## src/rtl/gqlay_pkg.sv

```systemverilog
// Shared types and constants for the glyph quad layout block.
// No dependencies; the front end, queue, back end, top level and testbench import it.
`default_nettype none

package gqlay_pkg;

  localparam int GLYPH_COUNT = 256;
  localparam int MAX_CHARS   = 128;
  localparam int GLYPH_AW    = $clog2(GLYPH_COUNT);
  localparam int SEEN_W      = $clog2(MAX_CHARS + 1);

  localparam int QDEPTH = 4;
  localparam int QPTR_W = $clog2(QDEPTH);
  localparam int QCNT_W = $clog2(QDEPTH + 1);

  localparam int CFG_IDX_W  = 2;
  localparam int CFG_DATA_W = 16;
  localparam int POS_W      = 24;

  localparam logic [15:0] ASCENT_RESET    = 16'd2816;
  localparam logic [15:0] LINE_DIST_RESET = 16'd4096;

  typedef logic [CFG_IDX_W-1:0] cfg_idx_t;
  localparam cfg_idx_t REG_ASCENT    = 2'd0;
  localparam cfg_idx_t REG_LINE_DIST = 2'd1;

  localparam logic OP_LOAD = 1'b0;
  localparam logic OP_CHAR = 1'b1;

  localparam logic [7:0] CHAR_NUL     = 8'd0;
  localparam logic [7:0] CHAR_NEWLINE = 8'd10;

  localparam logic [1:0] CORNER_LAST = 2'd3;

  typedef struct packed {
    logic signed [7:0] bx;
    logic signed [8:0] by;
    logic [7:0]        w;
    logic [7:0]        h;
    logic [13:0]       adv;
  } geom_t;

  typedef struct packed {
    logic [15:0] left;
    logic [15:0] right;
    logic [15:0] top;
    logic [15:0] bottom;
  } tex_t;

  localparam int GEOM_W = $bits(geom_t);
  localparam int TEX_W  = $bits(tex_t);

  typedef struct packed {
    logic  reset_pen;
    logic  newline;
    geom_t geom;
    tex_t  tex;
  } q_entry_t;

  typedef struct packed {
    logic                  we;
    cfg_idx_t              idx;
    logic [CFG_DATA_W-1:0] data;
  } cfg_wr_t;

  typedef enum logic [1:0] {
    BK_IDLE,
    BK_GLYPH,
    BK_NEWLINE
  } back_state_t;

endpackage

`default_nettype wire

```

## src/rtl/gqlay_queue.sv

```systemverilog
// Small FIFO of classified work between the front and back ends.
// Depends on gqlay_pkg.
`default_nettype none

module gqlay_queue import gqlay_pkg::*; (
  input  wire logic              clk,
  input  wire logic              rst_n,
  input  wire logic              push,
  input  wire q_entry_t          push_data,
  input  wire logic              pop,
  output      q_entry_t          head,
  output      logic [QCNT_W-1:0] count
);

  q_entry_t          mem [QDEPTH];
  logic [QPTR_W-1:0] wp_r, rp_r;
  logic [QCNT_W-1:0] count_r;

  assign head  = mem[rp_r];
  assign count = count_r;

  always_ff @(posedge clk) begin
    if (push) begin
      mem[wp_r] <= push_data;
    end
  end

  always_ff @(posedge clk) begin
    if (!rst_n) begin
      wp_r    <= '0;
      rp_r    <= '0;
      count_r <= '0;
    end else begin
      if (push) begin
        wp_r <= wp_r + QPTR_W'(1);
      end
      if (pop) begin
        rp_r <= rp_r + QPTR_W'(1);
      end
      count_r <= count_r + QCNT_W'(push) - QCNT_W'(pop);
    end
  end

endmodule

`default_nettype wire

```

## config.mk

```make
export PLATFORM = sky130hd
export DESIGN_NAME = gqlay_queue
export DESIGN_NICKNAME = d
export VERILOG_FILES = /design/src/rtl/gqlay_pkg.sv /design/src/rtl/gqlay_queue.sv
export SDC_FILE = /design/constraint.sdc
export NUM_CORES = 1
export LEC_CHECK = 0
export BUFFER_PORTS_ARGS = -buffer_cell sky130_fd_sc_hd__buf_2
export CAP_MARGIN = 20
export CORE_MARGIN = 5
export CORE_UTILIZATION = 51
export CTS_CLUSTER_SIZE = 25
export DETAILED_ROUTE_END_ITERATION = 10
export PLACE_DENSITY = 0.84
export SLEW_MARGIN = 5
export SYNTH_ARGS = -nofsm -noshare
export SYNTH_HDL_FRONTEND = slang
export SYNTH_SLANG_ARGS = --single-unit
```

## constraint.sdc

```tcl
create_clock -name clk -period 4.65 [get_ports clk]
set_clock_uncertainty 0.1 [all_clocks]
set_input_delay 1.395 -clock clk [delete_from_list [all_inputs] [get_ports clk]]
set_output_delay 1.395 -clock clk [all_outputs]
set_load 0.02 [all_outputs]
```

==> impl_metrics.ini, run 1 <==
[run_status]
run_status = completed

[clock_tree]
root_buffer = sky130_fd_sc_hd__clkbuf_16
cts_tree = built
clock_tree.buffer_depth = 3
cts_hold_buf = 0
post_cts_resized = 0
postCtsSetupRepairBufs = 0
htreeDepth = 2
worst_setup_hold_path_clk_slew_ns = 0.06
cts_sinks = 461
worstSkewPairLatency_ns = 0.52
cts_buffers = 45

[sta]
min_period_ns = 3.86
final_min_period_over_clock_period_pct = 83.0
timing_max_transition_violations_final = 0
setup_repair_after_global_routing_missed_its_margin = false
clock.fmax_mhz = 259
setup_viol = 0
actual_slew_at_the_worst_max_slew_pin_ns = 0.701
finalHoldViolCount = 0
worst_slack_ns = 0.792
final.setup.tns_ns = 0
slew_headroom_pct = 53.3

[power]
p_leak_nw = 6.76
pwr_density_cell_nw_per_um2 = 479
ir_worst_vdd_uv = 275

[synth]
synthCells = 632
proportion_of_synthesized_area_in_mux_cells_pct = 15.2
syn_area_per_cell_sq_um = 26.5
post_synth_xor_area_fraction_pct = 0.246
synth-edff-count = 452
postSynthNetCount = 756
largest_family_of_logic_cells_by_synthesized_area = multiplexers
postSynth.asyncResetShare_pct = 0
synth_simple_gate_area_share_pct = 0.381
synth-seq-cells = 461
post_synthesis_cell_area_sq_um = 16800
synth-compound-area-share_pct = 0.0896
ys_types = 18
synth_adder_area_share_pct = 0.567
yosys_warnings = 0
synth_sequential_area_ratio_pct = 82.1
dominantRegCellSynth = sky130_fd_sc_hd__edfxtp_1

[setup_path]
worstPathRequired_ns = 3.15
worst-r2r-setup-slack_ns = 2.66
crit_chain = buf_12, mux4_2, buf_2
crit_fanout = 40
cp_slowest_cell = sky130_fd_sc_hd__dfxtp_4
crit-reg2reg-launch = wp_r[0]
critical_path.reg2reg.endpoint = mem[2][41]
timing.reg2reg.worst_path_depth = 4
crit_path_start_kind = flip-flop
slowest_delay_ns = 0.67
end_kind = primary output
critPathArrivalTime_ns = 2.36
setup.worst_path.class = reg2out

[finish]
layout-drive-gt1-share_pct = 46.4
finish.utilization_pct = 61.8
syn2layout_area_growth_pct = 19.7
fill_cells = 2159
nets = 1022
post_layout_nonfiller_instances = 1379

[floorplan]
fp.dieW_um = 191
std_cell_rows = 66
fp.dieH_um = 191
floorplan.die_area_sq_um = 36600
fp.coreArea_sq_um = 32500
effective_utilization_at_floorplan_pct = 51.6
pin_count = 233

[route]
drt_first_pass_iters = 4
remaining_drc_errors = 0
ant_nets = 0
detail_route.iter0.violations = 490
dr_vias = 7461
post_drt_via_cell_ratio = 5.41
avgRoutedWirePerCell_um = 22.7
wirelength_um = 31300

[hold_path]
hold_path_startpoint = rp_r[1]
whs_path_depth = 2
worst_hold_path_type = reg2reg

[global_routing]
globalRoute.totalOverflow = 0
grt_pass1_wl_um = 47200
grt_antenna_before_repair = 7
first_global_vias = 8087
gr-usage-all-layers_pct = 17.1
largest_net_degree_at_the_start_of_global_routing = 114

[placed_design]
gpl.final_weighted_congestion = 0.702
pre_cts_slack_ns = 1.26
port-buffer-count = 232
dp.final_hpwl_um = 19200
post-place-cells = 1293

[run]
timing.max_cap.violations = 0
==> flip-flops by register name, indices dropped and copies added, names as in the netlist, named ones only <==
signal  flops
count       3
mem       452
rp_r        2
wp_r        2
==> worst max path at each step <==
stage / startpoint / cells after the start / end / slack, ns
6_report: flip-flop / 3 / head[66] / 0.79
5_1_grt: flip-flop / 3 / head[35] / 0.59
4_1_cts: flip-flop / 3 / head[66] / 0.68
3_5_place_dp: flip-flop / 3 / head[66] / 1.26
3_3_place_gp: flip-flop / 3 / head[69] / 1.27
2_1_floorplan: push / 1 / mem[0][0] / 0.07
==> synthesized netlist by cell type, types with 2 or more instances <==
master                     number  area share (%)
sky130_fd_sc_hd__and2_1         6            0.22
sky130_fd_sc_hd__buf_2         12            0.36
sky130_fd_sc_hd__buf_8          8            0.72
sky130_fd_sc_hd__clkbuf_1       5            0.11
sky130_fd_sc_hd__dfxtp_1        9             1.1
sky130_fd_sc_hd__edfxtp_1     452              81
sky130_fd_sc_hd__ha_1           6            0.45
sky130_fd_sc_hd__inv_1          7            0.16
sky130_fd_sc_hd__mux4_2       113              15
sky130_fd_sc_hd__nor2_1         5            0.11
sky130_fd_sc_hd__xnor2_1        2            0.10
==> metal layers <==
layer | global-route usage, % | share of wire, % | routed length, um
met1 | 22.9 | 40 | 12400
met2 | 28.3 | 49 | 15500
met3 | 4.99 | 8.9 | 2780
met4 | 4.17 | 1.9 | 605
met5 | 0 | 0.21 | 67
==> cells in the final DEF (no fill, tap or decap), drive strengths merged, types with 2 or more instances in the layout <==
master / n
dfxtp: 9
edfxtp: 452
nor2: 5
bufinv: 9
xnor2: 2
inv: 8
ha: 6
buf: 245
clkinv: 13
mux4: 113
and2: 6
diode: 3
clkbuf: 59
==> area by class of cell <==
type / instances / area [sq um] / share of cell area (%)
Sequential cell: 461 / 13800 / 68.6
Multi-Input combinational cell: 138 / 2780 / 13.9
Timing Repair Buffer: 245 / 1350 / 6.71
Clock buffer: 59 / 1230 / 6.14
Tap cell: 442 / 553 / 2.76
Clock inverter: 24 / 350 / 1.75
Inverter: 7 / 26.3 / 0.131
Antenna cell: 3 / 7.51 / 0.0374
==> report_power, final <==
| group | switching (mW) | internal [mW] |
|---|---|---|
| sequential | 0.0662 | 4.78 |
| clock | 1.44 | 2.37 |
| combinational | 0.563 | 0.395 |
| total | 2.07 | 7.54 |
==> cells by family (layout without fill, tap and decap cells) <==
group / count (synthesis) / count (layout)
other: 0 / 3
buffers and inverters: 33 / 335
DFF: 461 / 461
and+or+nand+nor: 12 / 12
adders and majority gates: 7 / 7
xor gates and xnor gates: 3 / 3
muxes: 114 / 114
AOI/OAI and AO/OA: 2 / 2
==> critical path: cells and delay by family (launching register included) <==
kind	cells	cell delay [ns]
buffers and inverters	2	0.54
DFF	1	0.67
muxes	1	0.57
==> metrics by stage <==
stage / hold WS [ns] / cell area (sq um) / power [mW]
floorplan: 0.399 / 16800 / 5.56
global placement: 0.402 / 18500 / 5.87
detailed placement: 0.418 / 18500 / 5.91
CTS: 0.423 / 20000 / 9.72
global route: 0.477 / 20100 / 9.95
finish: 0.430 / 20100 / 9.61
Note: power is estimated with default switching activity, not from simulation.
==> inputs of run 2 (changes only) <==
==> constraint.sdc (replaced) <==
create_clock -name clk -period 3.1 [get_ports clk]
set_clock_uncertainty 0.1 [all_clocks]
set_input_delay 0.93 -clock clk [delete_from_list [all_inputs] [get_ports clk]]
set_output_delay 0.93 -clock clk [all_outputs]
set_load 0.02 [all_outputs]
==> impl_metrics.ini, run 2 (synthesized netlist as in run 1, its figures left out) <==
[run_status]
run_status = completed

[finish]
design_area_sq_um = 20100
largest_register_ff_count = 452
commonest_non_fill_non_tap_cells_in_the_layout = sky130_fd_sc_hd__edfxtp_1, sky130_fd_sc_hd__buf_2, sky130_fd_sc_hd__mux4_2, sky130_fd_sc_hd__clkbuf_16, sky130_fd_sc_hd__clkbuf_1
layout-drive-gt1-share_pct = 46.0
finish.utilization_pct = 62.0
most_common_cell_after_layout_fill_and_taps_aside = sky130_fd_sc_hd__edfxtp_1
largest-register = mem
syn2layout_area_growth_pct = 20.1
nets = 1033
antenna_cells_inserted = 0

[placed_design]
pre_cts_slack_ns = 0.605
dp.final_hpwl_um = 20200
gpl.final_weighted_congestion = 0.703
detailed_place.area_sq_um = 18700
port-buffer-count = 232

[power]
p_leak_nw = 6.78
pwr_density_cell_nw_per_um2 = 698
ir_worst_vdd_uv = 722
post-layout-total-power_mw = 14.0

[clock_tree]
clock_tree.buffer_depth = 3
root_buffer = sky130_fd_sc_hd__clkbuf_16
cts_sinks = 461
cts_buffers = 46
cts_hold_buf = 0
cts_tree = built
worstSkewPairLatency_ns = 0.52
htreeDepth = 2
worst_setup_hold_path_clk_slew_ns = 0.06

[global_routing]
gr-usage-all-layers_pct = 17.3
grt_antenna_before_repair = 7
first_global_vias = 8059
grt_pass1_wl_um = 47700
largest_net_degree_at_the_start_of_global_routing = 83
globalRoute.totalOverflow = 0

[route]
detail_route.iter0.violations = 327
avgRoutedWirePerCell_um = 22.9
remaining_drc_errors = 0
wirelength_um = 31700
ant_nets = 0
post_drt_via_cell_ratio = 5.38
dr_vias = 7444
drt_first_pass_iters = 4

[floorplan]
fp.dieH_um = 191
std_cell_rows = 66
fp.coreArea_sq_um = 32500
pin_count = 233
floorplan.die_area_sq_um = 36600
effective_utilization_at_floorplan_pct = 51.6
fp.dieW_um = 191

[sta]
finalHoldViolCount = 0
worst_slack_ns = 0.0767
min_period_ns = 3.02
setup_viol = 0
actual_slew_at_the_worst_max_slew_pin_ns = 0.551
timing_max_transition_violations_final = 0
setup_repair_after_global_routing_missed_its_margin = true
finalHoldWorstSlack_ns = 0.440
final_min_period_over_clock_period_pct = 97.5
slew_headroom_pct = 63.2
clock.fmax_mhz = 331

[setup_path]
setup.worst_path.class = reg2out
crit_fanout = 31
end_kind = primary output
worstPathRequired_ns = 2.07
crit_path_start_kind = flip-flop
critPathArrivalTime_ns = 1.99

[run]
timing.max_cap.violations = 0

[hold_path]
worst_hold_path_type = reg2reg
## run 2: cell types whose count changed in the layout (fill, tap and decap cells not counted), sizes merged, moves of 3 or more
cell    previous run  this run
clkinv            13         8
diode              3         0
inv                8        11
buf              245       255
bufinv             9         4
clkbuf            59        65
## run 2: stage by stage
step                TNS [ns]  instances
global route          -0.144       1384
finish                     0       1384
detailed placement         0       1303
floorplan                  0        632
global placement           0       1303
CTS                        0       1384
## run 2: critical path, cell delays in order (launching register included)
cell and delay (ns):
sky130_fd_sc_hd__dfxtp_4 0.42, sky130_fd_sc_hd__buf_12 0.26, sky130_fd_sc_hd__mux4_2 0.56, sky130_fd_sc_hd__buf_2 0.18
## run 2: worst paths after layout
kind | from | slack, ns | end | depth (start not counted)
hold reg to reg | rp_r[1] | 0.44 | flip-flop | 2
hold / removal | rp_r[1] | 0.44 | flip-flop | 2
setup / recovery | flip-flop | 0.08 | head[104] | 3
setup reg to reg | wp_r[0] | 1.24 | mem[0][25] | 4
## run 2: per-layer routing
layer	up-vias	part of all wire (%)	GRT usage [%]
li1	3277	-	-
met1	3839	39	22.1
met2	264	51	29.1
met3	50	8.8	5.93
met4	14	1.7	3.92
met5	-	0.27	0
## run 2: area by class of cell
class | count | area (sq um)
Clock inverter | 16 | 190
Sequential cell | 461 | 13800
Timing Repair Buffer | 255 | 1560
Clock buffer | 65 | 1250
Tap cell | 442 | 553
Inverter | 7 | 26.3
Multi-Input combinational cell | 138 | 2780
Fill cell | 2170 | 12300
## run 2: timing repair
item,4_1_cts,5_1_grt
buffers inserted,0,0
endpoints found under the setup margin,0,8
gates resized for setup,0,3
## run 2: report_power, final
part           switching, mW  total (mW)  internal, mW  leakage [nW]
registers             0.0756        7.24          7.16          4.23
clock network           2.14        5.29          3.15         0.700
logic                  0.876        1.51         0.633          1.85
