**config.mk**
```make
export PLATFORM = sky130hd
export DESIGN_NAME = gqlay_back_flat
export DESIGN_NICKNAME = d
export VERILOG_FILES = /design/src/rtl/gqlay_pkg.sv /design/src/rtl/gqlay_if.sv /design/src/rtl/gqlay_back.sv /design/src/flat_wrapper.sv
export SDC_FILE = /design/constraint.sdc
export NUM_CORES = 1
export LEC_CHECK = 0
export ABC_AREA = 1
export BUFFER_PORTS_ARGS = -buffer_cell sky130_fd_sc_hd__buf_4
export CAP_MARGIN = 25
export CORE_ASPECT_RATIO = 0.7
export CORE_MARGIN = 2
export CORE_UTILIZATION = 53
export CTS_BUF_LIST = sky130_fd_sc_hd__clkbuf_4 sky130_fd_sc_hd__clkbuf_8 sky130_fd_sc_hd__clkbuf_16
export CTS_CLUSTER_DIAMETER = 200
export CTS_CLUSTER_SIZE = 20
export DETAILED_ROUTE_END_ITERATION = 7
export PLACE_DENSITY = 0.86
export REMOVE_ABC_BUFFERS = 1
export SKIP_CTS_REPAIR_TIMING = 1
export SYNTH_ARGS = -nofsm -noshare
export SYNTH_HDL_FRONTEND = slang
export SYNTH_SLANG_ARGS = --single-unit
```
**constraint.sdc**
```tcl
create_clock -name clk -period 8 [get_ports clk]
set_input_delay 1.2 -clock clk [delete_from_list [all_inputs] [get_ports clk]]
set_output_delay 1.2 -clock clk [all_outputs]
set_load 0.005 [all_outputs]
```
**src/rtl/gqlay_pkg.sv**
```systemverilog
// Shared types and constants for the glyph quad layout block.
// No dependencies; the front end, queue, back end, top level and testbench import it.
`default_nettype none

package gqlay_pkg;

  localparam int GLYPH_COUNT = 256;
  localparam int MAX_CHARS   = 128;
  localparam int GLYPH_AW    = $clog2(GLYPH_COUNT);
  localparam int SEEN_W      = $clog2(MAX_CHARS + 1);

  localparam int QDEPTH = 4;
  localparam int QPTR_W = $clog2(QDEPTH);
  localparam int QCNT_W = $clog2(QDEPTH + 1);

  localparam int CFG_IDX_W  = 2;
  localparam int CFG_DATA_W = 16;
  localparam int POS_W      = 24;

  localparam logic [15:0] ASCENT_RESET    = 16'd2816;
  localparam logic [15:0] LINE_DIST_RESET = 16'd4096;

  typedef logic [CFG_IDX_W-1:0] cfg_idx_t;
  localparam cfg_idx_t REG_ASCENT    = 2'd0;
  localparam cfg_idx_t REG_LINE_DIST = 2'd1;

  localparam logic OP_LOAD = 1'b0;
  localparam logic OP_CHAR = 1'b1;

  localparam logic [7:0] CHAR_NUL     = 8'd0;
  localparam logic [7:0] CHAR_NEWLINE = 8'd10;

  localparam logic [1:0] CORNER_LAST = 2'd3;

  typedef struct packed {
    logic signed [7:0] bx;
    logic signed [8:0] by;
    logic [7:0]        w;
    logic [7:0]        h;
    logic [13:0]       adv;
  } geom_t;

  typedef struct packed {
    logic [15:0] left;
    logic [15:0] right;
    logic [15:0] top;
    logic [15:0] bottom;
  } tex_t;

  localparam int GEOM_W = $bits(geom_t);
  localparam int TEX_W  = $bits(tex_t);

  typedef struct packed {
    logic  reset_pen;
    logic  newline;
    geom_t geom;
    tex_t  tex;
  } q_entry_t;

  typedef struct packed {
    logic                  we;
    cfg_idx_t              idx;
    logic [CFG_DATA_W-1:0] data;
  } cfg_wr_t;

  typedef enum logic [1:0] {
    BK_IDLE,
    BK_GLYPH,
    BK_NEWLINE
  } back_state_t;

endpackage

`default_nettype wire

```
**src/rtl/gqlay_if.sv**
```systemverilog
// Request channel interfaces of the glyph quad layout block.
// Depends on nothing; payload widths follow the field list.
`default_nettype none


interface gqlay_out_if;
  logic               valid;
  logic               ready;
  logic signed [23:0] pos_x;
  logic signed [23:0] pos_y;
  logic [15:0]        tex_u;
  logic [15:0]        tex_v;
  logic [1:0]         corner;
  logic               last;

  modport source (
    output valid, pos_x, pos_y, tex_u, tex_v, corner, last,
    input  ready
  );
  modport sink (
    input  valid, pos_x, pos_y, tex_u, tex_v, corner, last,
    output ready
  );
endinterface

`default_nettype wire

```
**src/rtl/gqlay_back.sv**
```systemverilog
// Back end: holds the pen and config registers, runs newlines and emits the
// four vertices of each glyph quad. Depends on gqlay_pkg and gqlay_if.
`default_nettype none

module gqlay_back import gqlay_pkg::*; (
  input  wire logic              clk,
  input  wire logic              rst_n,
  input  wire cfg_wr_t           cfg,
  input  wire q_entry_t          q_head,
  input  wire logic [QCNT_W-1:0] q_count,
  output      logic              q_pop,
  gqlay_out_if.source            out_req
);

  back_state_t       state_r, state_nxt;
  logic [1:0]        corner_r;
  q_entry_t          cur_r;
  logic [POS_W-1:0]  pen_x_r, pen_x_nxt, pen_y_r, pen_y_nxt;
  logic [15:0]       ascent_r, line_dist_r;
  logic              free, emit, quad_done;
  logic [25:0]       left, right, top, bottom;
  logic              out_valid_r;
  logic [POS_W-1:0]  pos_x_r, pos_y_r;
  logic [15:0]       tex_u_r, tex_v_r;
  logic [1:0]        corner_out_r;
  logic              last_r;

  function automatic logic [POS_W-1:0] sat24(input logic [25:0] v);
    if (!v[25] && (v[24:23] != 2'b00)) begin
      return 24'h7FFFFF;
    end
    if (v[25] && (v[24:23] != 2'b11)) begin
      return 24'h800000;
    end
    return v[23:0];
  endfunction

  assign left   = {{2{pen_x_r[23]}}, pen_x_r} + {{12{cur_r.geom.bx[7]}}, cur_r.geom.bx, 6'b0};
  assign right  = left + {12'b0, cur_r.geom.w, 6'b0};
  assign top    = {{2{pen_y_r[23]}}, pen_y_r} - {{11{cur_r.geom.by[8]}}, cur_r.geom.by, 6'b0};
  assign bottom = top + {12'b0, cur_r.geom.h, 6'b0};

  // control outputs
  always_comb begin
    emit = (state_r == BK_GLYPH) && (!out_valid_r || out_req.ready);
    quad_done = emit && (corner_r == CORNER_LAST);
    unique case (state_r)
      BK_IDLE:    free = 1'b1;
      BK_NEWLINE: free = 1'b1;
      BK_GLYPH:   free = quad_done;
      default:    free = 1'b0;
    endcase
    q_pop = free && (q_count != '0);
  end

  // next state
  always_comb begin
    priority if (q_pop) begin
      state_nxt = q_head.newline ? BK_NEWLINE : BK_GLYPH;
    end else if (free) begin
      state_nxt = BK_IDLE;
    end else begin
      state_nxt = state_r;
    end
  end

  always_comb begin
    pen_x_nxt = pen_x_r;
    pen_y_nxt = pen_y_r;
    if (state_r == BK_NEWLINE) begin
      pen_x_nxt = '0;
      pen_y_nxt = sat24({{2{pen_y_r[23]}}, pen_y_r} + {10'b0, line_dist_r});
    end
    if (quad_done) begin
      pen_x_nxt = sat24({{2{pen_x_r[23]}}, pen_x_r} + {12'b0, cur_r.geom.adv});
    end
    if (q_pop && q_head.reset_pen) begin
      pen_x_nxt = '0;
      pen_y_nxt = {8'b0, ascent_r};
    end
  end

  always_ff @(posedge clk) begin
    if (!rst_n) begin
      state_r     <= BK_IDLE;
      corner_r    <= '0;
      pen_x_r     <= '0;
      pen_y_r     <= {8'b0, ASCENT_RESET};
      ascent_r    <= ASCENT_RESET;
      line_dist_r <= LINE_DIST_RESET;
      out_valid_r <= 1'b0;
    end else begin
      state_r <= state_nxt;
      pen_x_r <= pen_x_nxt;
      pen_y_r <= pen_y_nxt;
      if (q_pop) begin
        corner_r <= '0;
      end else if (emit) begin
        corner_r <= corner_r + 2'd1;
      end
      if (emit) begin
        out_valid_r <= 1'b1;
      end else if (out_req.ready) begin
        out_valid_r <= 1'b0;
      end
      if (cfg.we) begin
        unique case (cfg.idx)
          REG_ASCENT:    ascent_r    <= cfg.data;
          REG_LINE_DIST: line_dist_r <= cfg.data;
          default: ;
        endcase
      end
    end
  end

  always_ff @(posedge clk) begin
    if (q_pop) begin
      cur_r <= q_head;
    end
    if (emit) begin
      pos_x_r      <= corner_r[0] ? sat24(right) : sat24(left);
      pos_y_r      <= corner_r[1] ? sat24(bottom) : sat24(top);
      tex_u_r      <= corner_r[0] ? cur_r.tex.right : cur_r.tex.left;
      tex_v_r      <= corner_r[1] ? cur_r.tex.bottom : cur_r.tex.top;
      corner_out_r <= corner_r;
      last_r       <= corner_r == CORNER_LAST;
    end
  end

  assign out_req.valid  = out_valid_r;
  assign out_req.pos_x  = pos_x_r;
  assign out_req.pos_y  = pos_y_r;
  assign out_req.tex_u  = tex_u_r;
  assign out_req.tex_v  = tex_v_r;
  assign out_req.corner = corner_out_r;
  assign out_req.last   = last_r;

endmodule

`default_nettype wire

```
**src/flat_wrapper.sv**
```systemverilog
// flat-port wrapper written by rule: the top's interface ports become plain ports
module gqlay_back_flat import gqlay_pkg::*;
  (clk, rst_n, cfg, q_head, q_count, q_pop, out_req_valid, out_req_pos_x, out_req_pos_y, out_req_tex_u, out_req_tex_v, out_req_corner, out_req_last, out_req_ready);
  gqlay_out_if out_req_i ();
  input  wire logic clk;
  input  wire logic rst_n;
  input  wire cfg_wr_t cfg;
  input  wire q_entry_t q_head;
  input  wire logic [QCNT_W-1:0] q_count;
  output      logic q_pop;
  output wire logic [$bits(out_req_i.valid)-1:0] out_req_valid;
  output wire logic [$bits(out_req_i.pos_x)-1:0] out_req_pos_x;
  output wire logic [$bits(out_req_i.pos_y)-1:0] out_req_pos_y;
  output wire logic [$bits(out_req_i.tex_u)-1:0] out_req_tex_u;
  output wire logic [$bits(out_req_i.tex_v)-1:0] out_req_tex_v;
  output wire logic [$bits(out_req_i.corner)-1:0] out_req_corner;
  output wire logic [$bits(out_req_i.last)-1:0] out_req_last;
  input wire logic [$bits(out_req_i.ready)-1:0] out_req_ready;
  assign out_req_valid = out_req_i.valid;
  assign out_req_pos_x = out_req_i.pos_x;
  assign out_req_pos_y = out_req_i.pos_y;
  assign out_req_tex_u = out_req_i.tex_u;
  assign out_req_tex_v = out_req_i.tex_v;
  assign out_req_corner = out_req_i.corner;
  assign out_req_last = out_req_i.last;
  assign out_req_i.ready = out_req_ready;
  gqlay_back u_core (.clk(clk), .rst_n(rst_n), .cfg(cfg), .q_head(q_head), .q_count(q_count), .q_pop(q_pop), .out_req(out_req_i));
endmodule
```
==> results.sh <==
export IMPL_ir_drop_mv=0.1529
export IMPL_start_util=0.5416
export IMPL_p_switching_uw=1019
export IMPL_place_area_mm2=0.01841
export IMPL_synthToLayoutAreaGrowth_pct=15.65
export IMPL_rsz0062_at_grt="no"
export IMPL_synth_top_area_frac=0.3557
export IMPL_ys_ff_latch=279
export IMPL_cp_start_kind="register"
export IMPL_intPower_uw=2413
export IMPL_dpl_hpwl_um=33460
export IMPL_vias=14460
export IMPL_synth_edff_count=194
export IMPL_drv_cap=0
export IMPL_rows=53
export IMPL_cp_required_ns=8.38
export IMPL_final_common_cell="nand2_1"
export IMPL_status="finished, final reports clean"
export IMPL_yosys_warnings=0
export IMPL_crit_fanout=8
export IMPL_seqPwrFrac=0.499
export IMPL_place_congestion=0.9795
export IMPL_routedWlPerCell_um=16.52
export IMPL_cts_htree_levels=1
export IMPL_fp_dieArea_mm2=0.03234
export IMPL_setup_viol=0
export IMPL_crit_arrival_ns=4.70
export IMPL_port_buffers=222
export IMPL_cpMaxStageDelayCell="a21oi_2"
export IMPL_worstSetupEndpointType="register"
export IMPL_fmax_mhz=231.3
export IMPL_synth_top_area_cell="edfxtp_1"
export IMPL_hold_viol=0
export IMPL_p_per_area_mw_per_mm2=181.2
export IMPL_clock_skew_ns=0.01883
export IMPL_first_global_vias=13465
export IMPL_syn_area_mm2=0.01638
export IMPL_route_detailed_drc=0
export IMPL_cts_root_buffer="clkbuf_16"
export IMPL_via_per_inst=5.385
export IMPL_synthDistinctLibCells=50
export IMPL_critical_path_class="reg2reg"
export IMPL_grt_pass1_wl_um=70550
export IMPL_synthCells=2058
export IMPL_nets=2489
export IMPL_cpPeakStageDelay_ns=0.56
export IMPL_firstDrtPassIters=6
export IMPL_leakage_uw=0.009013
export IMPL_grt_overflow_total=0
export IMPL_grt_max_degree=71
export IMPL_fin_area_mm2=0.01894
export IMPL_drt_iter0_markers=1436
export IMPL_most_common_layout_cells="727 x nand2_1, 248 x inv_1, 232 x buf_4"
export IMPL_cts_tree="built"
export IMPL_path_common_cell="nand2_1"
export IMPL_syn_avg_cell_area_um2=7.958
export IMPL_antenna_found_initial=2
export IMPL_synthTopCellsByArea="edfxtp_1 36%, nand2_1 17%, dfxtp_1 10%, ha_1 6.3%, inv_1 5.7%"
export IMPL_postRouteAntennaNets=0
export IMPL_synth_top_flop_cell="edfxtp_1"
export IMPL_power_frac_comb=0.233
export IMPL_grtUsageTotal=0.2714
export IMPL_clockPowerShare=0.268
export IMPL_hold_slack_ns=0.4756
export IMPL_hp_class="reg2reg"
export IMPL_path_clk_slew_ns=0.08
export IMPL_drive_above_1_share=0.1461
export IMPL_fin_crit_sh=0.5405
export IMPL_relSlewSlack=0.2811
export IMPL_netSwitchingFraction=0.2970
export IMPL_final_util=0.6264
export IMPL_cts_num_sinks=279
export IMPL_io_pin_count=223
export IMPL_tns_ns=0
export IMPL_fin_crit_ns=4.324
export IMPL_yosysSeqAreaShare=0.4596
export IMPL_postSynth_asyncResetShare=0
export IMPL_cts_buffers=17
export IMPL_coreArea_mm2=0.03024
export IMPL_cts_buffer_depth=3
export IMPL_finalMaxSlewViolations=0
export IMPL_clk_insertion_delay_late_ns=0.53
export IMPL_crit_chain="inv_1 -> ha_1 -> fa_1 -> inv_1 -> nand3_1 -> nand2_2 -> nand2_1 -> nand2_1 -> xor2_1 -> ha_1 -> nand2_1 -> nor3_1 -> nand2_1 -> o211ai_1 -> nand2_1 -> nand2_1 -> nand2_1 -> nor2_1 -> nand3_1 -> nand2_1 -> nand3_2 -> a21oi_2 -> nand2_1 -> nand2_1"
export IMPL_die_height_um=151.1
export IMPL_worst_pin_slew_ns=1.077
export IMPL_die_w_um=214.1
export IMPL_finalWirelength_um=44370
==> cell families (layout without fill, tap and decap cells) <==
group,after synthesis,count (layout),share of synthesized area
AO/OA/AOI/OAI,264,264,0.09206
XOR/XNOR,78,78,0.04217
adder cells (fa/ha/maj),89,89,0.07075
buffers and inverters,308,522,0.07350
flip-flops,279,279,0.4596
other,0,1,0
AND/OR/NAND/NOR,1040,1040,0.2619
==> routing by layer <==
layer / up-vias / global-route usage / wire length (um)
li1: 7122 / - / -
met1: 6667 / 0.3942 / 20180
met2: 600 / 0.4162 / 19140
met3: 69 / 0.06165 / 4233
met4: 2 / 0.05799 / 791
met5: - / 0 / 16
==> per-stage QoR <==
step	cells	setup slack, ns	total power [uW]
2_1_floorplan	2011	-0.3391	2247
3_3_place_gp	2654	3.787	2502
3_5_place_dp	2654	3.667	2526
4_1_cts	2683	3.797	3441
5_1_grt	2684	3.337	3604
6_report	2685	3.676	3432
==> power groups by stage <==
stage / logic [uW] / clock network, uW / registers, uW
final: 800 / 919 / 1710
after detailed placement: 783 / 0 / 1740
after CTS: 789 / 940 / 1710
after floorplan: 511 / 0 / 1740
after global routing: 893 / 990 / 1720
after global placement: 760 / 0 / 1740
==> state kept, by name (all words and copies together) (netlist names) <==
| name | flops |
|---|---|
| u_core.cur_r | 111 |
| u_core.out_req.pos_x | 24 |
| u_core.out_req.pos_y | 24 |
| u_core.pen_x_r | 24 |
| u_core.pen_y_r | 24 |
| u_core.ascent_r | 16 |
| u_core.line_dist_r | 16 |
| u_core.out_req.tex_u | 16 |
| u_core.out_req.tex_v | 16 |
| u_core.corner_r | 2 |
| u_core.out_req.corner | 2 |
| u_core.state_r | 2 |
| u_core.out_req.last | 1 |
| u_core.out_req.valid | 1 |
==> final timing paths <==
path	from	to	slack, ns	depth (start not counted)
worst min-delay path	u_core.ascent_r[6]$_SDFFE_PN0P_	u_core.ascent_r[6]$_SDFFE_PN0P_	0.48	2
worst max register to register	u_core.pen_y_r[6]$_SDFFE_PN0P_	u_core.out_req.pos_y[0]$_DFFE_PP_	3.68	24
worst max-delay path	u_core.pen_y_r[6]$_SDFFE_PN0P_	u_core.out_req.pos_y[0]$_DFFE_PP_	3.68	24
worst min register to register	u_core.ascent_r[6]$_SDFFE_PN0P_	u_core.ascent_r[6]$_SDFFE_PN0P_	0.48	2
==> Yosys cell counts, types with 4 or more instances <==
master and n:
o22ai_1 6, a31oi_1 6, nor2_1 128, ha_1 83, o211ai_1 40, nand4_1 21
xor2_1 48, inv_1 248, o21a_1 5, xnor2_1 29, nand2_1 727, buf_4 4
nor3_1 21, nand3_2 5, clkinv_1 4, dfxtp_1 85, clkbuf_1 29, nor2_2 13
buf_2 8, o21ai_0 79, edfxtp_1 194, a21oi_1 111, nand2_2 27, fa_1 6
inv_2 9, nand3_1 80
==> critical path: cells and delay by family, from the launching register on <==
kind,cells,cell delay (ns)
AND/OR/NAND/NOR,16,1.72
adder cells (fa/ha/maj),3,0.91
AO/OA/AOI/OAI,2,0.70
flip-flops,1,0.35
buffers and inverters,2,0.25
XOR/XNOR,1,0.24
==> layout make-up <==
cell class	instances	area [um^2]
flip-flops and latches	279	7527
clock buffers	28	508.0
clock inverters	1	8.758
inverters	261	982.2
repair buffers	232	1742
diodes	1	2.502
multi-input cells	1471	7655
fillers	2596	11300
well taps	412	515.5
Power figures use the tool's default switching activity.
